<file path="src/rtl/core/slpc_pkg.sv">
package slpc_pkg;

  localparam int MAX_LEDS = 1024;
  localparam int LEN_W    = 11;
  localparam int POS_W    = 10;
  localparam int COLOR_W  = 24;
  localparam int CFG_W    = 24;
  localparam int IDX_W    = 3;
  localparam int DIV_N_W  = 32;
  localparam int DIV_D_W  = 16;
  localparam int Q_DEPTH  = 4;
  localparam int Q_AW     = 2;

  localparam logic [2:0] PH_IDLE     = 3'd0;
  localparam logic [2:0] PH_ARRIVING = 3'd1;
  localparam logic [2:0] PH_WORKING  = 3'd2;
  localparam logic [2:0] PH_DONE     = 3'd3;
  localparam logic [2:0] PH_CLEARING = 3'd4;

  localparam logic [IDX_W-1:0] REG_IDLE_COLOR     = 3'd0;
  localparam logic [IDX_W-1:0] REG_ARRIVING_COLOR = 3'd1;
  localparam logic [IDX_W-1:0] REG_CLEARING_COLOR = 3'd2;
  localparam logic [IDX_W-1:0] REG_BAND_WIDTH     = 3'd3;
  localparam logic [IDX_W-1:0] REG_BAND_STEP_MS   = 3'd4;

  // how the back end builds the color
  typedef enum logic [1:0] {
    CLS_FIXED,
    CLS_BAND,
    CLS_PULSE
  } cls_t;

  typedef struct packed {
    cls_t               cls;
    logic [POS_W-1:0]   pos;
    logic [LEN_W-1:0]   travel;
    logic [LEN_W-1:0]   bw;
    logic [15:0]        step;
    logic [31:0]        time_ms;
    logic [15:0]        period;
    logic [COLOR_W-1:0] color;
  } item_t;

  typedef struct packed {
    item_t it;
    logic  full;
  } mid_t;

  // exact x / 255 for x < 65280
  function automatic logic [7:0] div255(input logic [15:0] x);
    logic [16:0] s;
    s = {1'b0, x} + 17'd1 + {9'd0, x[15:8]};
    return s[15:8];
  endfunction

endpackage

</file>
<file path="src/rtl/core/slpc_queue.sv">
module slpc_queue import slpc_pkg::*; (
  input  logic  clk,
  input  logic  rst,
  input  logic  push,
  input  item_t push_item,
  input  logic  pop,
  output item_t head,
  output logic  full,
  output logic  empty
);

  item_t           mem [Q_DEPTH];
  logic [Q_AW-1:0] wp;
  logic [Q_AW-1:0] rp;
  logic [Q_AW:0]   cnt;

  assign full  = (cnt == (Q_AW+1)'(Q_DEPTH));
  assign empty = (cnt == '0);
  assign head  = mem[rp];

  always_ff @(posedge clk) begin
    if (push) mem[wp] <= push_item;
  end

  always_ff @(posedge clk) begin
    if (rst) begin
      wp  <= '0;
      rp  <= '0;
      cnt <= '0;
    end else begin
      if (push) wp <= wp + 1'b1;
      if (pop)  rp <= rp + 1'b1;
      if (push && !pop)      cnt <= cnt + 1'b1;
      else if (pop && !push) cnt <= cnt - 1'b1;
    end
  end

endmodule

</file>
<file path="config.mk">
export PLATFORM = sky130hd
export DESIGN_NAME = slpc_queue
export DESIGN_NICKNAME = d
export VERILOG_FILES = /design/src/rtl/core/slpc_pkg.sv /design/src/rtl/core/slpc_queue.sv
export SDC_FILE = /design/constraint.sdc
export NUM_CORES = 1
export LEC_CHECK = 0
export BUFFER_PORTS_ARGS = -buffer_cell sky130_fd_sc_hd__buf_2
export CAP_MARGIN = 30
export CORE_UTILIZATION = 50
export CTS_BUF_LIST = sky130_fd_sc_hd__clkbuf_2 sky130_fd_sc_hd__clkbuf_4 sky130_fd_sc_hd__clkbuf_8
export CTS_CLUSTER_DIAMETER = 100
export DETAILED_ROUTE_END_ITERATION = 8
export PLACE_DENSITY = 0.68
export SLEW_MARGIN = 30
export SYNTH_ARGS = -nofsm -noshare
export SYNTH_HDL_FRONTEND = slang
export SYNTH_SLANG_ARGS = --single-unit
</file>
<file path="constraint.sdc">
create_clock -name clk -period 6.34 [get_ports clk]
set_input_delay 1.902 -clock clk [delete_from_list [all_inputs] [get_ports clk]]
set_output_delay 1.902 -clock clk [all_outputs]
set_load 0.03 [all_outputs]
</file>
; Word level (Yosys, flattened, before mapping)
; Memories as Yosys holds them, arrays and structs flattened. A register that Yosys moved wholly into a read port is not among the register bits.
; Index checks and enable logic that the tools add are counted.
[classes]
reduce_logical = 6
n_mux = 6
addsub = 4
n_eq_ne = 1
mul = 0
shifts = 0
div = 0
n_bitwise = 0
n_lt_le_gt_ge = 0
[op_table]
columns = cell, count
row1 = 3-bit 2-to-1 mux, 2
row2 = "2-bit by 1-bit adder with 2-bit output, second input constant", 2
row3 = 2-bit 2-to-1 mux, 2
row4 = "3-bit by 1-bit adder with 3-bit output, second input constant", 1
row5 = "3-bit equality test, second input constant", 1
row6 = 3-bit logical NOT, 1
row7 = "3-bit by 1-bit subtractor with 3-bit output, second input constant", 1
row8 = 1-bit logical AND, 2
row9 = 1-bit logical NOT, 2
row10 = 1-bit 2-to-1 mux, 2
row11 = 2-bit nonzero test, 1
[word_totals]
elab_cells = 21
latchBits = 0
n_memories = 1
register_bits = 7
mem_bits_rw = 488
romBits = 0
in_bits = 126
[memory_table]
columns = name, words, word_bits, rd, rd_ports_with_merged_regs, wr, line
row1 = mem, 4, 122, 1, 1, 1, slpc_queue.sv:12  ; item_t mem [Q_DEPTH];

; Longest topological paths before layout
[depth]
ltp_word = 4
depth_mapped = 7
mapped_depth_nobuf = 7

; Worst setup path after synthesis
; Ideal clock, no wire load.
[synth_timing]
path_type = in2reg
from = input push
to = memory mem[0][0] (netlist bit), enable pin
path_slack_ns = 1.144
arrival_time_ns = 4.701
stages = 1
cell_sequence = and2_1
[synth_between]
elab_chain_cells = 2
[synth_rtl]
columns = item, line
row1 = "start, declared", slpc_queue.sv:4  ; input logic push,
row2 = 1-bit 2-to-1 mux, slpc_queue.sv:22  ; if (push) mem[wp] <= push_item;
row3 = 1-bit 2-to-1 mux (implied by the code), slpc_queue.sv:22
row4 = "end, declared", slpc_queue.sv:12
; Every way passes these cells.

==> results.sh <==
export IMPL_syn_nets=814
export IMPL_cts_sinks=497
export IMPL_fmax_ghz=0.217
export IMPL_grt_max_degree=83
export IMPL_wl_per_cell_um=21.6
export IMPL_nets=1125
export IMPL_powerDensity_nw_per_um2=339
export IMPL_synth_mux_area_share_pct=15.3
export IMPL_place_congestion=0.721
export IMPL_cp_num_buf_inv=2
export IMPL_first_pass_iters=4
export IMPL_grt_pass1_wl_mm=48.8
export IMPL_fin_worst_skew_ps=13.2
export IMPL_die_y_um=192
export IMPL_io_buffers=249
export IMPL_crit_fanout=36
export IMPL_clock_path_buffers=3
export IMPL_slowest_stage="dfxtp_4"
export IMPL_setup_viol=0
export IMPL_post_cts_buffers=0
export IMPL_critPathLaunchType="flop"
export IMPL_vias=8137
export IMPL_clkTransAtPathRegs_ps=60
export IMPL_synth_area_leader_cell="edfxtp_1"
export IMPL_synth_seq_cells=497
export IMPL_slew_headroom_pct=37.5
export IMPL_hpwl_mm=19.0
export IMPL_layout_drive_gt1_share_pct=48.7
export IMPL_ys_types=22
export IMPL_setup_tns_final_ps=0
export IMPL_netlist_area_leader_share_pct=81.1
export IMPL_synth_area_per_cell_um2=26.5
export IMPL_min_period_over_period_pct=72.8
export IMPL_hold_viol_final=0
export IMPL_seq_area_um2=14800
export IMPL_drv_slew=0
export IMPL_coreArea_um2=35600
export IMPL_synth_edff_count=488
export IMPL_grt_pass1_vias=8663
export IMPL_rsz0062_at_grt="no"
export IMPL_drc=0
export IMPL_hp_class="reg2reg"
export IMPL_io_pins=250
export IMPL_synth_most_common_cell="edfxtp_1"
export IMPL_cts_buffers=78
export IMPL_drt_wl_total_mm=32.8
export IMPL_grtUsageTotal_pct=18.0
export IMPL_p_leak_nw=7.21
export IMPL_status="finished clean"
export IMPL_synth_adder_area_share_pct=0.457
export IMPL_synth_xor_xnor_area_share_pct=0.242
export IMPL_synth_area_leaders="edfxtp_1 (81%), mux4_2 (15%), dfxtp_1 (1.0%)"
export IMPL_row_count=69
export IMPL_vdd_ir_drop_max_mv=0.267
export IMPL_path_delay_family="flip-flops"
export IMPL_required_ps=4440
export IMPL_synthesis_area_um2=18100
export IMPL_cts_repair_resized=0
export IMPL_ant_nets=0
export IMPL_htreeDepth=3
export IMPL_synthCells=682
export IMPL_die_w_um=192
export IMPL_start_util_pct=50.8
export IMPL_netlist_top_cells_count="edfxtp_1 (488), mux4_2 (122), buf_2 (13)"
export IMPL_yosys_warnings=0
export IMPL_cts_hold_buf=0
export IMPL_multi_input_area_um2=2990
export IMPL_crit_arrival_ps=2710
export IMPL_ys_async_sr_fraction_pct=0
export IMPL_synth_top_family_by_area="multiplexers"
export IMPL_crit_path_end_kind="primary output"
export IMPL_critical_path_max_stage_delay_ps=840
export IMPL_grt_overflow=0
export IMPL_worstMarginPinSlew_ps=937
export IMPL_path_cells="buf_4, mux4_2, buf_2"
export IMPL_cap_violations=0
export IMPL_grt_antenna_before_repair=7
export IMPL_ys_seq_area_share_pct=82.1
export IMPL_area_growth_pct=18.3
export IMPL_ys_flop_type="edfxtp_1"
export IMPL_cts_root_buf="clkbuf_8"
export IMPL_dieArea_um2=36900
export IMPL_insertion_delay_ps=600
export IMPL_vias_per_cell=5.35
export IMPL_whs_ps=501
export IMPL_critical_path_class="reg2out"
export IMPL_nFillCells=2557
export IMPL_synthSimpleGateAreaFrac_pct=0.409
export IMPL_tritoncts="done"
export IMPL_drtIter0Drc=369
export IMPL_synth_compound_area_share_pct=0.0554
export IMPL_min_period_ps=4620
## cells by family after synthesis
logic type,count (synthesis)
DFF,497
AOI/OAI and AO/OA,2
muxes,124
adders and majority gates,6
buffers and inverters,33
xor gates and xnor gates,5
and+or+nand+nor,15
## final cells by class
| class | instances | area share, % |
|---|---|---|
| Antenna cell | 8 | 0.0937 |
| Clock buffer | 113 | 6.37 |
| Clock inverter | 27 | 0.732 |
| Inverter | 4 | 0.0702 |
| Multi-Input combinational cell | 152 | 14.0 |
| Sequential cell | 497 | 69.4 |
| Tap cell | 461 | 2.70 |
| Timing Repair Buffer | 260 | 6.63 |
## layer usage
layer / GRT usage [%] / vias to the layer above / wire length (um)
li1: - / 3585 / -
met1: 23.4 / 4234 / 13600
met2: 28.3 / 269 / 15600
met3: 6.49 / 43 / 3030
met4: 6.21 / 6 / 510
met5: 0 / - / 31
## power breakdown
group / total (mW) / internal [mW] / switching (mW)
logic: 0.842 / 0.308 / 0.533
registers: 3.84 / 3.78 / 0.0584
clock network: 2.58 / 1.42 / 1.16
total: 7.25 / 5.50 / 1.75
## placed cells by master (no fill, tap or decap), drive strengths merged
cell and count:
nand2 1, mux4 122, mux2i 2, clkbuf 113
and2 4, edfxtp 488, or3 1, dfxtp 9
ha 5, nor3b 1, a21oi 1, nor2 7
o21ai 1, xnor2 2, buf 260, inv 4
xor2 3, bufinv 1, nor3 1, clkinv 20
diode 8, clkinvlp 6, fa 1
## registers in the layout (all words and copies together) (netlist names), named ones only
register	count
rp	2
wp	2
mem	488
cnt	3
## path summary, 6_finish.rpt
path          start          to  slack (ps)  cells past startpoint
max            flop    head[41]        1720                      3
min          cnt[2]      cnt[2]         500                      2
max reg2reg   wp[1]  mem[1][91]        4070                      4
min reg2reg  cnt[2]      cnt[2]         500                      2
## metrics by stage
step | total power, mW | worst slack (ps) | utilization (%) | instance area [um^2] | cells
after global routing | 7.55 | 1480 | 60.1 | 21400 | 1516
after CTS | 7.36 | 1570 | 60.0 | 21400 | 1514
final | 7.25 | 1720 | 60.1 | 21400 | 1522
after detailed placement | 4.76 | 2240 | 55.8 | 19800 | 1374
after floorplan | 4.50 | 1140 | - | 18100 | 682
after global placement | 4.75 | 2250 | 55.7 | 19800 | 1372
## worst register-to-register path, cell delays in order (launching register included)
cell     delay (ps)
dfxtp_1         340
inv_1            80
ha_1            140
and2_4          690
buf_4           630
No activity file was read; power rests on OpenSTA's default activity.
