### src/rtl/core/slpc_pkg.sv
package slpc_pkg;

  localparam int MAX_LEDS = 1024;
  localparam int LEN_W    = 11;
  localparam int POS_W    = 10;
  localparam int COLOR_W  = 24;
  localparam int CFG_W    = 24;
  localparam int IDX_W    = 3;
  localparam int DIV_N_W  = 32;
  localparam int DIV_D_W  = 16;
  localparam int Q_DEPTH  = 4;
  localparam int Q_AW     = 2;

  localparam logic [2:0] PH_IDLE     = 3'd0;
  localparam logic [2:0] PH_ARRIVING = 3'd1;
  localparam logic [2:0] PH_WORKING  = 3'd2;
  localparam logic [2:0] PH_DONE     = 3'd3;
  localparam logic [2:0] PH_CLEARING = 3'd4;

  localparam logic [IDX_W-1:0] REG_IDLE_COLOR     = 3'd0;
  localparam logic [IDX_W-1:0] REG_ARRIVING_COLOR = 3'd1;
  localparam logic [IDX_W-1:0] REG_CLEARING_COLOR = 3'd2;
  localparam logic [IDX_W-1:0] REG_BAND_WIDTH     = 3'd3;
  localparam logic [IDX_W-1:0] REG_BAND_STEP_MS   = 3'd4;

  // how the back end builds the color
  typedef enum logic [1:0] {
    CLS_FIXED,
    CLS_BAND,
    CLS_PULSE
  } cls_t;

  typedef struct packed {
    cls_t               cls;
    logic [POS_W-1:0]   pos;
    logic [LEN_W-1:0]   travel;
    logic [LEN_W-1:0]   bw;
    logic [15:0]        step;
    logic [31:0]        time_ms;
    logic [15:0]        period;
    logic [COLOR_W-1:0] color;
  } item_t;

  typedef struct packed {
    item_t it;
    logic  full;
  } mid_t;

  // exact x / 255 for x < 65280
  function automatic logic [7:0] div255(input logic [15:0] x);
    logic [16:0] s;
    s = {1'b0, x} + 17'd1 + {9'd0, x[15:8]};
    return s[15:8];
  endfunction

endpackage

### src/rtl/core/slpc_front.sv
module slpc_front import slpc_pkg::*; (
  input  logic               clk,
  input  logic               rst,
  input  logic               wr_en,
  input  logic [IDX_W-1:0]   wr_index,
  input  logic [CFG_W-1:0]   wr_data,
  input  logic [2:0]         phase,
  input  logic [POS_W-1:0]   led_position,
  input  logic [LEN_W-1:0]   zone_length,
  input  logic [31:0]        time_ms,
  input  logic [COLOR_W-1:0] pulse_color,
  input  logic [15:0]        pulse_period_ms,
  output item_t              item
);

  logic [COLOR_W-1:0] idle_color;
  logic [COLOR_W-1:0] arriving_color;
  logic [COLOR_W-1:0] clearing_color;
  logic [LEN_W-1:0]   band_width;
  logic [15:0]        band_step_ms;

  always_ff @(posedge clk) begin
    if (rst) begin
      idle_color     <= '0;
      arriving_color <= '0;
      clearing_color <= '0;
      band_width     <= LEN_W'(1);
      band_step_ms   <= 16'd100;
    end else if (wr_en) begin
      case (wr_index)
        REG_IDLE_COLOR:     idle_color     <= wr_data;
        REG_ARRIVING_COLOR: arriving_color <= wr_data;
        REG_CLEARING_COLOR: clearing_color <= wr_data;
        REG_BAND_WIDTH:     band_width     <= wr_data[LEN_W-1:0];
        REG_BAND_STEP_MS:   band_step_ms   <= wr_data[15:0];
        default: ;
      endcase
    end
  end

  logic [LEN_W-1:0] len;

  always_comb begin
    len = (zone_length > LEN_W'(MAX_LEDS)) ? LEN_W'(MAX_LEDS) : zone_length;
    item.pos     = led_position;
    item.bw      = band_width;
    item.travel  = (len > band_width) ? len - band_width : '0;
    item.step    = (band_step_ms == '0) ? 16'd1 : band_step_ms;
    item.time_ms = time_ms;
    item.period  = pulse_period_ms;
    case (phase)
      PH_IDLE: begin
        item.cls   = CLS_FIXED;
        item.color = idle_color;
      end
      PH_ARRIVING: begin
        item.cls   = CLS_BAND;
        item.color = arriving_color;
      end
      PH_WORKING: begin
        item.cls   = CLS_PULSE;
        item.color = pulse_color;
      end
      PH_DONE: begin
        item.cls   = CLS_FIXED;
        item.color = pulse_color;
      end
      PH_CLEARING: begin
        item.cls   = CLS_BAND;
        item.color = clearing_color;
      end
      default: begin
        item.cls   = CLS_FIXED;
        item.color = '0;
      end
    endcase
  end

endmodule

### config.mk
export PLATFORM = sky130hd
export DESIGN_NAME = slpc_front
export DESIGN_NICKNAME = d
export VERILOG_FILES = /design/src/rtl/core/slpc_pkg.sv /design/src/rtl/core/slpc_front.sv
export SDC_FILE = /design/constraint.sdc
export NUM_CORES = 1
export LEC_CHECK = 0
export BUFFER_PORTS_ARGS = -buffer_cell sky130_fd_sc_hd__buf_2
export CORE_MARGIN = 5
export CORE_UTILIZATION = 40
export CTS_BUF_LIST = sky130_fd_sc_hd__clkbuf_4
export DETAILED_ROUTE_END_ITERATION = 7
export GPL_ROUTABILITY_DRIVEN = 0
export GPL_TIMING_DRIVEN = 0
export PLACE_DENSITY_LB_ADDON = 0.25
export SLEW_MARGIN = 40
export SYNTH_ARGS = -nofsm -noshare
export SYNTH_HDL_FRONTEND = slang
export SYNTH_SLANG_ARGS = --single-unit
### constraint.sdc
create_clock -name clk -period 1.65 [get_ports clk]
set_clock_uncertainty 0.05 [all_clocks]
set_input_delay 0.0825 -clock clk [delete_from_list [all_inputs] [get_ports clk]]
set_output_delay 0.0825 -clock clk [all_outputs]
set_load 0.05 [all_outputs]
# Yosys cells after proc, flatten, opt, wreduce, memory -nomap -nowiden
# Index checks and enable logic that the tools add are counted.
[word_totals]
register_bits = 99
output_inout_bits = 122
word_cells = 31
[classes]
add_sub_neg = 1
order_cmp = 2
eq_ne = 8
n_mux = 5
n_reduce_logical = 10
[op_table]
columns = ["cell", "count"]
rows = [
  ["one-hot mux 24 bit (4 select lines)", 1],
  ["2-to-1 mux 11 bit", 2],
  ["zero test 16 bit", 1],
  ["2-to-1 mux 16 bit", 1],
  ["equality test 3 x 2 -> 1 bit (second input constant)", 4],
  ["greater-than comparator 11 bit", 1],
  ["greater-than comparator 11 bit (second input constant)", 1],
  ["subtractor 11 bit", 1],
  ["AND reduction 2 bit", 5],
  ["equality test 3 x 1 -> 1 bit (second input constant)", 2],
  ["equality test 3 bit (second input constant)", 2],
  ["zero test 3 bit", 2],
  ["one-hot mux 2 bit (2 select lines)", 1],
  ["OR reduction 2 bit", 2],
]

# Depth between registers and ports, before layout
[logic_depth]
depth_word = 4
ltp_mapped = 9

# Worst setup path after synthesis
# OpenSTA, ideal clock, no wires.
[synth_path]
path_kind = "reg-to-output"
start = "register band_width[0]"
end = "output item[107] (netlist bit)"
arrival_time_ns = 2.722
setup_slack_ns = -1.205
stages_incl_launch_ff = 9
path_buffers = 0
cell_sequence = "dfxtp_1 -> ha_1 -> inv_1 -> fa_1 -> a21o_1 -> a221oi_2 -> o21ai_1 -> xnor2_1 -> nor2_1"
[synth_rtl]
columns = ["element", "line_no", "rtl"]
rows = [
  ["start, declared", "slpc_front.sv:19", "logic [LEN_W-1:0] band_width;"],
  ["start signal, assigned", "slpc_front.sv:34", "REG_BAND_WIDTH: band_width <= wr_data[LEN_W-1:0];"],
  ["end, declared", "slpc_front.sv:13", "output item_t item"],
]

==> flow_summary.ini <==
[routing]
drtIter0Drc = 311
routed_via_density = 4.923
routed_wl_um = 16530
dr.pass1.iters = 8
wl_per_cell_um = 14.88
final_antenna_net_count = 0
route.detailed.drc = 0
via_count = 5469

[flow_run]
maxCapViolCount = 0

[status]
violations = negative setup slack
status = finished, violations left

[sta]
worst_slack_ns = -0.9328
whs_ns = 0.05179
drv_slew = 0
rsz0062_at_grt = true
worst_pin_slew_ns = 0.6233
fin_crit_sh = 1.565
setup_viol = 11
slew_headroom = 0.5845
max_freq_mhz = 387.2
hold_viol_final = 0
period_needed_ns = 2.583

[worst_hold_path]
holdCritPathClass = in2reg
min_from = wr_index[2]

[yosys]
synth_edf_count = 0
syn_nets = 839
yosysSeqAreaShare = 0.3802
yosysWarnings = 0
syn_area_um2 = 5212
synth_cell_types = 43
avgSynthCellArea_um2 = 7.436
async_flop_share = 0
ys_seq_elements = 99
ys.flop_type = dfxtp_1
synthCells = 701

[global_routing]
grt_use_total = 0.2089
grt_pass1_wl_um = 25470
grt_max_degree = 16
antenna_found_initial = 0
first_global_vias = 5139
globalRoute.totalOverflow = 0

[critical_path]
cp-start-kind = register
path_class = reg2out
cp_max_fo = 3
worstPathRequired_ns = 1.52
critPathLaunch = band_width[0]
worstSetupEndpointType = output pin
crit_arrival_ns = 2.45
timing.rr.start = band_width[1]

[layout]
finalNonFillerCells = 1111
layout.nets = 1073
final_common_cell = nand2_1
fill_cells = 1320
drive_gt1_frac = 0.3717
syn2layout_area_growth_pct = 38.69
multi_input_area_um2 = 2738
fin_area_um2 = 7229
regArea_um2 = 2024
final_cell_mix = nand2_1 (230), buf_2 (193), a21oi_1 (100), dfxtp_1 (85), buf_4 (67)
diodes = 0

[power]
leakage_nw = 3.186
max-vdd-ir-drop_uv = 366.7
p_per_area_nw_per_um2 = 786.8

[floorplan]
die_h_um = 124.2
die_area_um2 = 15410
initial_core_util = 0.4097
ioPinCount = 248
die_w_um = 124.2
core-area_um2 = 12720
num_rows = 41

[cts]
ctsRootBufferMaster = clkbuf_4
cts_tree = built
clk_path_buf_depth = 2
cts_max_level = 3
path_clk_slew_ns = 0.14
clock_latency_ns = 0.45
numCtsBuffers = 9
cts_sinks = 99

[placed_design]
dpl.hpwl_um = 12440
placedCellCount = 1061
io_buffers = 188
placed_area_um2 = 6526
## critical path: stages (launching register included)
cell	delay [ns]
dfxtp_4	0.38
ha_4	0.13
inv_2	0.03
fa_2	0.34
a21o_1	0.23
a221oi_4	0.31
o21ai_1	0.16
xnor2_2	0.16
nor2_4	0.11
buf_6	0.16
## metal layers
layer / wire length, um / vias to the layer above / track usage
li1: - / 2731 / -
met1: 7311 / 2506 / 0.2820
met2: 7743 / 211 / 0.3439
met3: 1199 / 21 / 0.03315
met4: 274 / 0 / 0.06297
met5: 0 / - / 0
## synthesized netlist by cell type (3+ instances only)
library cell | n | share of area
clkbuf_1 | 35 | 0.025
xnor2_1 | 5 | 0.0084
nor3_1 | 3 | 0.0029
nand3b_1 | 5 | 0.0072
ha_1 | 11 | 0.026
inv_1 | 13 | 0.0094
a22oi_1 | 48 | 0.069
a21oi_1 | 101 | 0.097
nand3_1 | 3 | 0.0029
nor3_2 | 4 | 0.0077
nor2_1 | 11 | 0.0079
nand2_1 | 230 | 0.17
nor4_1 | 3 | 0.0036
buf_2 | 17 | 0.016
o21a_1 | 4 | 0.0058
buf_4 | 59 | 0.085
dfxtp_1 | 99 | 0.38
and3_1 | 5 | 0.0060
nor2b_1 | 12 | 0.014
a21o_1 | 5 | 0.0072
## registers in the layout (all words and copies together) (netlist names)
name and cells:
idle_color 24, band_step_ms 16, arriving_color 24, band_width 11, clearing_color 24
## path summary, 6_finish.rpt
| path | to | slack (ns) | cells after the start |
|---|---|---|---|
| worst max register to register | band_width[1] | 0.86 | 3 |
| worst min-delay path | band_width[8] | 0.05 | 5 |
| worst max-delay path | item[107] | -0.93 | 9 |
| worst min register to register | idle_color[10] | 0.41 | 2 |
## cells by family (layout without fill, tap and decap cells)
| family | count (synthesis) | in the layout | synth area share |
|---|---|---|---|
| AND/OR/NAND/NOR | 287 | 287 | 0.2357 |
| AO/OA/AOI/OAI | 170 | 170 | 0.2019 |
| buffers and inverters | 126 | 364 | 0.1402 |
| flip-flops | 99 | 99 | 0.3802 |
| adder cells (fa/ha/maj) | 12 | 12 | 0.03024 |
| XOR/XNOR | 7 | 7 | 0.01176 |
## through the flow
stage               TNS [ns]  utilization  power (mW)  setup WS (ns)
floorplan             -4.513            -       3.717        -0.5123
global placement      -8.446       0.5130       4.107        -0.7190
detailed placement    -8.760       0.5130       4.115        -0.7294
CTS                   -8.972       0.5628       5.680        -0.9323
global route          -10.06       0.5683       5.925         -1.017
finish                -8.974       0.5683       5.688        -0.9328
## power by group
part,internal [mW],switching (mW)
clock,0.658,0.777
combinational,0.638,1.15
sequential,2.43,0.0329
total,3.73,1.96
## timing repair
item,in CTS,in global routing
pin swaps,12,4
gates resized for setup,43,10
buffers inserted,5,3
endpoints found under the hold margin,99,0
hold buffers,27,0
endpoints found under the setup margin,32,33
## area by class of cell
cell class / instances / share of cell area
multi-input combinational: 476 / 0.3787
sequential: 99 / 0.2800
timing repair buffer: 223 / 0.1880
buffer: 113 / 0.09536
tap: 172 / 0.02977
clock buffer: 12 / 0.01246
clock inverter: 3 / 0.009000
inverter: 13 / 0.006750
Power figures use the tool's default switching activity.
